--- src/hw/rtl/tct_pkg.sv ---
// Shared types and constants of the timed command table.
// Used by the table cell, the top level and the testbench.
package tct_pkg;

  localparam int TABLE_DEPTH_DEF = 16;
  localparam int RAW_FULL_SCALE  = 3900;
  localparam int PERCENT_MAX     = 100;
  localparam int THRESHOLD_RESET = 90;
  localparam int COUNT_W         = 5;
  localparam int PCT_W           = 7;
  localparam int RAW_W           = 12;
  localparam int TIME_W          = 32;
  localparam int PROD_W          = 20;

  typedef enum logic [1:0] {
    OP_DIRECT = 2'd0,
    OP_ADD    = 2'd1,
    OP_DEL    = 2'd2,
    OP_TICK   = 2'd3
  } op_t;

  typedef enum logic [1:0] {
    DEV_PUMP    = 2'd0,
    DEV_LIGHT   = 2'd1,
    DEV_VALVE   = 2'd2,
    DEV_UNKNOWN = 2'd3
  } dev_t;

  typedef struct packed {
    logic [1:0]        dev;
    logic              lvl;
    logic [TIME_W-1:0] due;
  } entry_t;

  typedef struct packed {
    logic load;
    logic shift;
  } cell_ctl_t;

  typedef struct packed {
    logic               pump_on;
    logic               light_on;
    logic               valve_on;
    logic [COUNT_W-1:0] entry_count;
    logic               accepted;
    logic               table_full;
    logic [COUNT_W-1:0] fired_count;
  } res_t;

endpackage

--- src/hw/rtl/tct_cmd_if.sv ---
// Request channel carrying one command or tick to the table.
// Depends on nothing else.
interface tct_cmd_if;
  logic        valid;
  logic        ready;
  logic [1:0]  operation;
  logic [1:0]  device;
  logic        level;
  logic [31:0] due_time;
  logic [31:0] now_time;
  logic        time_valid;
  logic [11:0] water_sample;

  modport source (
    output valid, operation, device, level, due_time, now_time, time_valid, water_sample,
    input  ready
  );
  modport sink (
    input  valid, operation, device, level, due_time, now_time, time_valid, water_sample,
    output ready
  );
endinterface

--- src/hw/rtl/tct_res_if.sv ---
// Result channel carrying the output levels and status of one request.
// Depends on nothing else.
interface tct_res_if;
  logic       valid;
  logic       ready;
  logic       pump_on;
  logic       light_on;
  logic       valve_on;
  logic [4:0] entry_count;
  logic       accepted;
  logic       table_full;
  logic [4:0] fired_count;

  modport source (
    output valid, pump_on, light_on, valve_on, entry_count, accepted, table_full,
           fired_count,
    input  ready
  );
  modport sink (
    input  valid, pump_on, light_on, valve_on, entry_count, accepted, table_full,
           fired_count,
    output ready
  );
endinterface

--- src/hw/rtl/tct_cfg_if.sv ---
// Configuration write channel for the water threshold register.
// Depends on nothing else.
interface tct_cfg_if;
  logic       valid;
  logic       ready;
  logic [6:0] water_full_percent;

  modport source (output valid, water_full_percent, input ready);
  modport sink (input valid, water_full_percent, output ready);
endinterface

--- src/hw/rtl/tct_cell.sv ---
// One slot of the schedule table: holds an entry, matches it against the key
// and takes its neighbour's entry when the table closes a gap. Uses tct_pkg.
module tct_cell (
  input  logic               clk,
  input  tct_pkg::cell_ctl_t ctl,
  input  tct_pkg::entry_t    key,
  input  tct_pkg::entry_t    nbr,
  input  logic               in_use,
  input  logic               match_in,
  output tct_pkg::entry_t    entry,
  output logic               match_out
);
  import tct_pkg::*;

  // A slot matches when it, or any slot before it, holds the key.
  assign match_out = match_in || (in_use && (entry == key));

  always_ff @(posedge clk) begin
    if (ctl.load) begin
      entry <= key;
    end else if (ctl.shift) begin
      entry <= nbr;
    end
  end

endmodule

--- src/hw/rtl/timed_command_table_top.sv ---
// Top level of the timed command table: control, output levels and the row
// of table cells. Uses tct_pkg, the three channel interfaces and tct_cell.
//
//   channel  modport  carries
//   cmd      sink     operation, device, level, due_time, now_time, ...
//   res      source   output levels, entry_count, accepted, table_full, ...
//   cfg      sink     water_full_percent
//
// A direct command, add or delete passes from S_IDLE through S_EXEC to S_EMIT.
// A tick passes through S_EXEC and S_SCAN to S_EMIT; when time_valid is set, S_SCAN walks the
// cell row from the last stored entry to the first, firing at most one entry a cycle.
// Reset empties the table, turns all outputs off and sets the threshold to 90.
// A new request is taken while a finished result still waits in the output.
module timed_command_table_top #(
  parameter int TABLE_DEPTH = tct_pkg::TABLE_DEPTH_DEF
) (
  input logic   clk,
  input logic   rst,
  tct_cmd_if.sink   cmd,
  tct_res_if.source res,
  tct_cfg_if.sink   cfg
);
  import tct_pkg::*;

  localparam int CNT_W = $clog2(TABLE_DEPTH + 1);
  localparam int IDX_W = (TABLE_DEPTH > 1) ? $clog2(TABLE_DEPTH) : 1;

  typedef enum logic [3:0] {
    S_IDLE = 4'b0001,
    S_EXEC = 4'b0010,
    S_SCAN = 4'b0100,
    S_EMIT = 4'b1000
  } state_t;

  state_t             state;
  op_t                op;
  entry_t             key;
  logic [TIME_W-1:0]  now;
  logic               tvalid;
  logic [RAW_W-1:0]   raw;
  logic [CNT_W-1:0]   count;
  logic [CNT_W-1:0]   ptr;
  logic [CNT_W-1:0]   fired;
  logic               acc;
  logic               full;
  logic               pump;
  logic               light;
  logic               valve;
  logic [PCT_W-1:0]   thr;
  res_t               res_r;
  logic               res_valid;

  entry_t             entries [TABLE_DEPTH];
  logic               match [TABLE_DEPTH];
  cell_ctl_t          ctl [TABLE_DEPTH];

  logic               exec;
  logic               any_match;
  logic               do_add;
  logic               do_del;
  logic [CNT_W-1:0]   ptr_m1;
  logic [IDX_W-1:0]   rd_idx;
  entry_t             cur;
  logic               due_hit;
  logic               drv_en;
  logic [1:0]         drv_dev;
  logic               drv_lvl;
  logic [PROD_W-1:0]  raw_scaled;
  logic [PROD_W-1:0]  thr_scaled;
  logic               pump_trip;

  generate
    for (genvar i = 0; i < TABLE_DEPTH; i++) begin : g_cell
      entry_t nbr;
      logic   match_in;

      if (i == TABLE_DEPTH - 1) begin : g_last
        assign nbr = entries[i];
      end else begin : g_mid
        assign nbr = entries[i + 1];
      end

      if (i == 0) begin : g_first
        assign match_in = 1'b0;
      end else begin : g_rest
        assign match_in = match[i - 1];
      end

      assign ctl[i].load  = do_add && (count == CNT_W'(i));
      assign ctl[i].shift = (do_del && match[i]) || (due_hit && (IDX_W'(i) >= rd_idx));

      tct_cell u_cell (
        .clk       (clk),
        .ctl       (ctl[i]),
        .key       (key),
        .nbr       (nbr),
        .in_use    (CNT_W'(i) < count),
        .match_in  (match_in),
        .entry     (entries[i]),
        .match_out (match[i])
      );
    end
  endgenerate

  assign exec      = (state == S_EXEC);
  assign any_match = match[TABLE_DEPTH - 1];
  assign do_add    = exec && (op == OP_ADD) && !any_match && (count < CNT_W'(TABLE_DEPTH));
  assign do_del    = exec && (op == OP_DEL) && any_match;

  assign ptr_m1  = ptr - 1'b1;
  assign rd_idx  = ptr_m1[IDX_W-1:0];
  assign cur     = entries[rd_idx];
  assign due_hit = (state == S_SCAN) && (ptr != '0) && (cur.due <= now);

  assign drv_en  = (exec && (op == OP_DIRECT)) || due_hit;
  assign drv_dev = exec ? key.dev : cur.dev;
  assign drv_lvl = exec ? key.lvl : cur.lvl;

  // The clamped percent exceeds the threshold exactly when the threshold is
  // below full scale and raw * 100 reaches (threshold + 1) * 3900.
  assign raw_scaled = PROD_W'(raw) * PROD_W'(PERCENT_MAX);
  assign thr_scaled = (PROD_W'(thr) + 1'b1) * PROD_W'(RAW_FULL_SCALE);
  assign pump_trip  = (thr < PCT_W'(PERCENT_MAX)) && (raw_scaled >= thr_scaled);

  assign cmd.ready = (state == S_IDLE);
  assign cfg.ready = 1'b1;

  assign res.valid       = res_valid;
  assign res.pump_on     = res_r.pump_on;
  assign res.light_on    = res_r.light_on;
  assign res.valve_on    = res_r.valve_on;
  assign res.entry_count = res_r.entry_count;
  assign res.accepted    = res_r.accepted;
  assign res.table_full  = res_r.table_full;
  assign res.fired_count = res_r.fired_count;

  always_ff @(posedge clk) begin
    if (rst) begin
      state     <= S_IDLE;
      count     <= '0;
      pump      <= 1'b0;
      light     <= 1'b0;
      valve     <= 1'b0;
      thr       <= PCT_W'(THRESHOLD_RESET);
      res_valid <= 1'b0;
    end else begin
      if (cfg.valid) begin
        thr <= cfg.water_full_percent;
      end
      if (res_valid && res.ready && (state != S_EMIT)) begin
        res_valid <= 1'b0;
      end
      if (drv_en) begin
        unique case (drv_dev)
          DEV_PUMP:    pump  <= drv_lvl;
          DEV_LIGHT:   light <= drv_lvl;
          DEV_VALVE:   valve <= drv_lvl;
          DEV_UNKNOWN: ;
          default:     ;
        endcase
      end
      unique case (state)
        S_IDLE: begin
          if (cmd.valid) begin
            op      <= op_t'(cmd.operation);
            key.dev <= cmd.device;
            key.lvl <= cmd.level;
            key.due <= cmd.due_time;
            now     <= cmd.now_time;
            tvalid  <= cmd.time_valid;
            raw     <= cmd.water_sample;
            state   <= S_EXEC;
          end
        end
        S_EXEC: begin
          acc   <= do_add || do_del;
          full  <= (op == OP_ADD) && !any_match && !do_add;
          fired <= '0;
          state <= (op == OP_TICK) ? S_SCAN : S_EMIT;
          unique case (op)
            OP_DIRECT: ;
            OP_ADD: begin
              if (do_add) begin
                count <= count + 1'b1;
              end
            end
            OP_DEL: begin
              if (do_del) begin
                count <= count - 1'b1;
              end
            end
            OP_TICK: begin
              if (pump_trip) begin
                pump <= 1'b0;
              end
              ptr <= tvalid ? count : '0;
            end
            default: ;
          endcase
        end
        S_SCAN: begin
          if (ptr == '0) begin
            state <= S_EMIT;
          end else begin
            ptr <= ptr_m1;
            if (due_hit) begin
              count <= count - 1'b1;
              fired <= fired + 1'b1;
            end
          end
        end
        S_EMIT: begin
          if (!res_valid || res.ready) begin
            res_r.pump_on     <= pump;
            res_r.light_on    <= light;
            res_r.valve_on    <= valve;
            res_r.entry_count <= COUNT_W'(count);
            res_r.accepted    <= acc;
            res_r.table_full  <= full;
            res_r.fired_count <= COUNT_W'(fired);
            res_valid         <= 1'b1;
            state             <= S_IDLE;
          end
        end
        default: state <= S_IDLE;
      endcase
    end
  end

endmodule

--- src/flat_wrapper.sv ---
// flat-port wrapper written by rule: the top's interface ports become plain ports
module timed_command_table_top_flat import tct_pkg::*;
#(
  parameter int TABLE_DEPTH = tct_pkg::TABLE_DEPTH_DEF
)
  (clk, rst, cmd_valid, cmd_operation, cmd_device, cmd_level, cmd_due_time, cmd_now_time, cmd_time_valid, cmd_water_sample, cmd_ready, res_valid, res_pump_on, res_light_on, res_valve_on, res_entry_count, res_accepted, res_table_full, res_fired_count, res_ready, cfg_valid, cfg_water_full_percent, cfg_ready);
  tct_cmd_if cmd_i ();
  tct_res_if res_i ();
  tct_cfg_if cfg_i ();
  input logic clk;
  input logic rst;
  input wire logic [$bits(cmd_i.valid)-1:0] cmd_valid;
  input wire logic [$bits(cmd_i.operation)-1:0] cmd_operation;
  input wire logic [$bits(cmd_i.device)-1:0] cmd_device;
  input wire logic [$bits(cmd_i.level)-1:0] cmd_level;
  input wire logic [$bits(cmd_i.due_time)-1:0] cmd_due_time;
  input wire logic [$bits(cmd_i.now_time)-1:0] cmd_now_time;
  input wire logic [$bits(cmd_i.time_valid)-1:0] cmd_time_valid;
  input wire logic [$bits(cmd_i.water_sample)-1:0] cmd_water_sample;
  output wire logic [$bits(cmd_i.ready)-1:0] cmd_ready;
  output wire logic [$bits(res_i.valid)-1:0] res_valid;
  output wire logic [$bits(res_i.pump_on)-1:0] res_pump_on;
  output wire logic [$bits(res_i.light_on)-1:0] res_light_on;
  output wire logic [$bits(res_i.valve_on)-1:0] res_valve_on;
  output wire logic [$bits(res_i.entry_count)-1:0] res_entry_count;
  output wire logic [$bits(res_i.accepted)-1:0] res_accepted;
  output wire logic [$bits(res_i.table_full)-1:0] res_table_full;
  output wire logic [$bits(res_i.fired_count)-1:0] res_fired_count;
  input wire logic [$bits(res_i.ready)-1:0] res_ready;
  input wire logic [$bits(cfg_i.valid)-1:0] cfg_valid;
  input wire logic [$bits(cfg_i.water_full_percent)-1:0] cfg_water_full_percent;
  output wire logic [$bits(cfg_i.ready)-1:0] cfg_ready;
  assign cmd_i.valid = cmd_valid;
  assign cmd_i.operation = cmd_operation;
  assign cmd_i.device = cmd_device;
  assign cmd_i.level = cmd_level;
  assign cmd_i.due_time = cmd_due_time;
  assign cmd_i.now_time = cmd_now_time;
  assign cmd_i.time_valid = cmd_time_valid;
  assign cmd_i.water_sample = cmd_water_sample;
  assign cmd_ready = cmd_i.ready;
  assign res_valid = res_i.valid;
  assign res_pump_on = res_i.pump_on;
  assign res_light_on = res_i.light_on;
  assign res_valve_on = res_i.valve_on;
  assign res_entry_count = res_i.entry_count;
  assign res_accepted = res_i.accepted;
  assign res_table_full = res_i.table_full;
  assign res_fired_count = res_i.fired_count;
  assign res_i.ready = res_ready;
  assign cfg_i.valid = cfg_valid;
  assign cfg_i.water_full_percent = cfg_water_full_percent;
  assign cfg_ready = cfg_i.ready;
  timed_command_table_top #(.TABLE_DEPTH(TABLE_DEPTH)) u_core (.clk(clk), .rst(rst), .cmd(cmd_i), .res(res_i), .cfg(cfg_i));
endmodule
--- config.mk ---
export PLATFORM = sky130hd
export DESIGN_NAME = timed_command_table_top_flat
export DESIGN_NICKNAME = d
export VERILOG_FILES = /design/src/hw/rtl/tct_pkg.sv /design/src/hw/rtl/tct_cmd_if.sv /design/src/hw/rtl/tct_res_if.sv /design/src/hw/rtl/tct_cfg_if.sv /design/src/hw/rtl/tct_cell.sv /design/src/hw/rtl/timed_command_table_top.sv /design/src/flat_wrapper.sv
export SDC_FILE = /design/constraint.sdc
export NUM_CORES = 2
export LEC_CHECK = 0
export BUFFER_PORTS_ARGS = -buffer_cell sky130_fd_sc_hd__buf_2
export CORE_MARGIN = 3
export CORE_UTILIZATION = 26
export CTS_CLUSTER_DIAMETER = 50
export CTS_CLUSTER_SIZE = 14
export DETAILED_ROUTE_END_ITERATION = 10
export PLACE_DENSITY = 0.4
export SLEW_MARGIN = 20
export SYNTH_ARGS = -nofsm -noshare
export SYNTH_HDL_FRONTEND = slang
export SYNTH_SLANG_ARGS = --single-unit
--- constraint.sdc ---
create_clock -name clk -period 26.3 [get_ports clk]
set_clock_uncertainty 0.1 [all_clocks]
set_input_delay 5.26 -clock clk [delete_from_list [all_inputs] [get_ports clk]]
set_output_delay 5.26 -clock clk [all_outputs]
set_load 0.02 [all_outputs]
==> metrics.cfg <==
[outcome]
outcome = finished, final reports clean

[die]
rows = 153
die-area_um2 = 181000
io_pins = 112
start_util = 0.263
core_area_um2 = 175000
die_y_um = 426
die_x_um = 426

[pwr]
vdd_ir_drop_max_mv = 0.0510
power_frac_seq = 0.354
cellLeakagePower_nw = 18.6
p_per_area_nw_per_um2 = 64.6
p_sw_mw = 1.01
sw_frac_of_total = 0.295
power_frac_comb = 0.156
internal_power_mw = 2.41
finalPower_mw = 3.41
clockPowerShare = 0.490

[setup_path]
cpMaxStageDelayCell = a211oi_1
endpoint_kind = flop
cp_cell_sequence = buf_4 -> inv_1 -> ha_4 -> buf_4 -> buf_4 -> mux4_2 -> mux4_2 -> ha_1 -> a21o_1 -> a21o_1 -> a21o_1 -> a211oi_1 -> o21ai_0 -> a211oi_1 -> o21a_1 -> a31oi_1 -> nand2_2
arrival_ns = 8.77
max_stage_delay_ns = 0.76
r2r_end = u_core.g_cell[3].u_cell.entry[20]
rr_worst_depth = 17
worstSetupStartpoint = u_core.ptr[0]
setup.worst_path.end = u_core.g_cell[3].u_cell.entry[20]
crit_fanout = 48
reg2reg_slack_ns = 17.78
crit_path_start_kind = flop
critPathKind = reg2reg
required_ns = 26.56
r2r-start = u_core.ptr[0]

[min_path]
hold_depth = 0
hp-class = reg2reg

[synthesis]
synth_area_leaders = edfxtp_1, mux4_2, mux2_2
synth-edff-count = 669
synth_area_um2 = 45900
avgSynthCellArea_um2 = 13.4
syn_inst = 3419
netlist.top_cell.by_area = edfxtp_1
yosysWarningCount = 0
synth-seq-area-share = 0.447
synth_top_area_share = 0.438
synthesis.nets = 3688
synth_ff_type = edfxtp_1
async_reset_ff_frac = 0
synth-seq-cells = 689
synth.distinct_cells = 72

[finish]
drive_gt1_frac = 0.317
layout.nets = 3751
mostFrequentLayoutCell = edfxtp_1
fin_util = 0.303
final_cell_mix = edfxtp_1, xnor2_1, mux2_2
fillers = 17672
areaGrowthSynthToFinish_pct = 15.2

[clock_network]
cts_tree = yes
ctsResizeCount = 0
clockRootBuffer = clkbuf_16
cts_hold_buf = 0
insertion_delay_ns = 0.76
post_cts_buffers = 0
cts_buffer_depth = 3
cts_buffers = 121
cts.sink_count = 689
clkTransAtPathRegs_ns = 0.06
cts-htree-levels = 3

[sta]
setup_tns_ns = 0
worst_slew_margin_rel = 0.257
fin_crit_sh = 0.324
rsz0062_at_grt = no
setup_ws_ns = 17.78
drv_slew = 0
max_freq_ghz = 0.117
finalSetupViolCount = 0
worst_pin_slew_ns = 1.11
hold_ws_ns = 0.321
timing_hold_violations_final = 0
period_needed_ns = 8.52

[drt]
drt_iter0_drc = 3270
vias = 30616
drt-vias-per-instance = 5.17
wl_per_cell_um = 31.6
ant_nets = 0
drtPass1Iterations = 5
drt_wl_total_mm = 187
drc_errors = 0

[flow_run]
max_cap_viol_count = 0

[placement]
io_buffers = 110
dp_hpwl_mm = 144
dp_slack_ns = 17.60
globalplace.congestion = 0.959

[global_route]
grt_use_total = 0.202
antenna_found_initial = 9
grt_max_degree = 72
grt_first_pass_wirelength_mm = 256
grt_pass1_vias = 29714
grt-ovfl-total = 0

[per-layer routing]
metal	GRT usage	part of all wire	up-vias
met5	0	0.00045	-
met4	0.0645	0.030	12
met3	0.0431	0.070	191
met2	0.302	0.44	1167
met1	0.290	0.46	16134
li1	-	-	13112
[how the worst min path moves through the flow]
stage                          start                   to
after floorplan           u_core.acc  u_core.res.accepted
after global placement    u_core.acc  u_core.res.accepted
after detailed placement  u_core.acc  u_core.res.accepted
after CTS                 u_core.acc  u_core.res.accepted
after global routing      u_core.acc  u_core.res.accepted
final                     u_core.acc  u_core.res.accepted
[state kept, by name, summed over array words and instances (netlist names), 4 cells and up]
name / cells
u_core.key: 35
u_core.count: 5
u_core.fired: 5
u_core.ptr: 5
u_core.now: 32
u_core.state: 4
u_core.res.fired_count: 5
u_core.g_cell.u_cell.entry: 560
u_core.raw: 12
u_core.thr: 7
u_core.res.entry_count: 5
[synth_stat cells, drive strengths merged (55+ instances only)]
cell and number:
clkbuf 71, ha 146, xnor2 339, xor2 261, edfxtp 669, nor3 55, nor4 124, nand2 73
mux4 175, inv 145, mux2 528, buf 186, nor2 108, nand4 164
[area by class of cell]
class / instances / area (µm²) / share of cell area
multi-input combinational: 2328 / 23400 / 0.443
timing repair buffer: 197 / 1220 / 0.0230
sequential: 689 / 20500 / 0.388
clock buffer: 129 / 3090 / 0.0585
inverter: 145 / 544 / 0.0103
clock inverter: 103 / 1190 / 0.0225
tap: 2325 / 2910 / 0.0551
antenna: 2 / 5.00 / 0.0000947
[cells by family (layout without fill, tap and decap cells)]
group | after synthesis | count (layout) | synth area share
muxes | 713 | 713 | 0.232
adders and majority gates | 175 | 175 | 0.0525
buffers and inverters | 402 | 574 | 0.0452
xor gates and xnor gates | 600 | 600 | 0.115
and+or+nand+nor | 697 | 697 | 0.0875
DFF | 689 | 689 | 0.447
other | 1 | 3 | 0.0000818
AOI/OAI and AO/OA | 142 | 142 | 0.0211
[critical path: cells and delay by family, from the launching register on]
family	cells	cell delay (ns)
adders and majority gates	2	0.94
and+or+nand+nor	1	0.73
AOI/OAI and AO/OA	8	2.81
buffers and inverters	4	2.20
muxes	2	0.88
DFF	1	0.32
[through the flow]
step	instances	cell area (µm²)
finish	5918	52800
CTS	5916	52800
global placement	5684	48500
detailed placement	5684	48500
floorplan	3419	45900
global route	5917	52800
[power by group through the flow]
stage	clock network, mW	registers (mW)	logic, mW
after CTS	1.71	1.21	0.540
after global placement	0	1.23	0.535
final	1.67	1.21	0.532
after floorplan	0	1.23	0.375
after detailed placement	0	1.23	0.535
after global routing	1.76	1.21	0.602
Power figures use the tool's default switching activity.
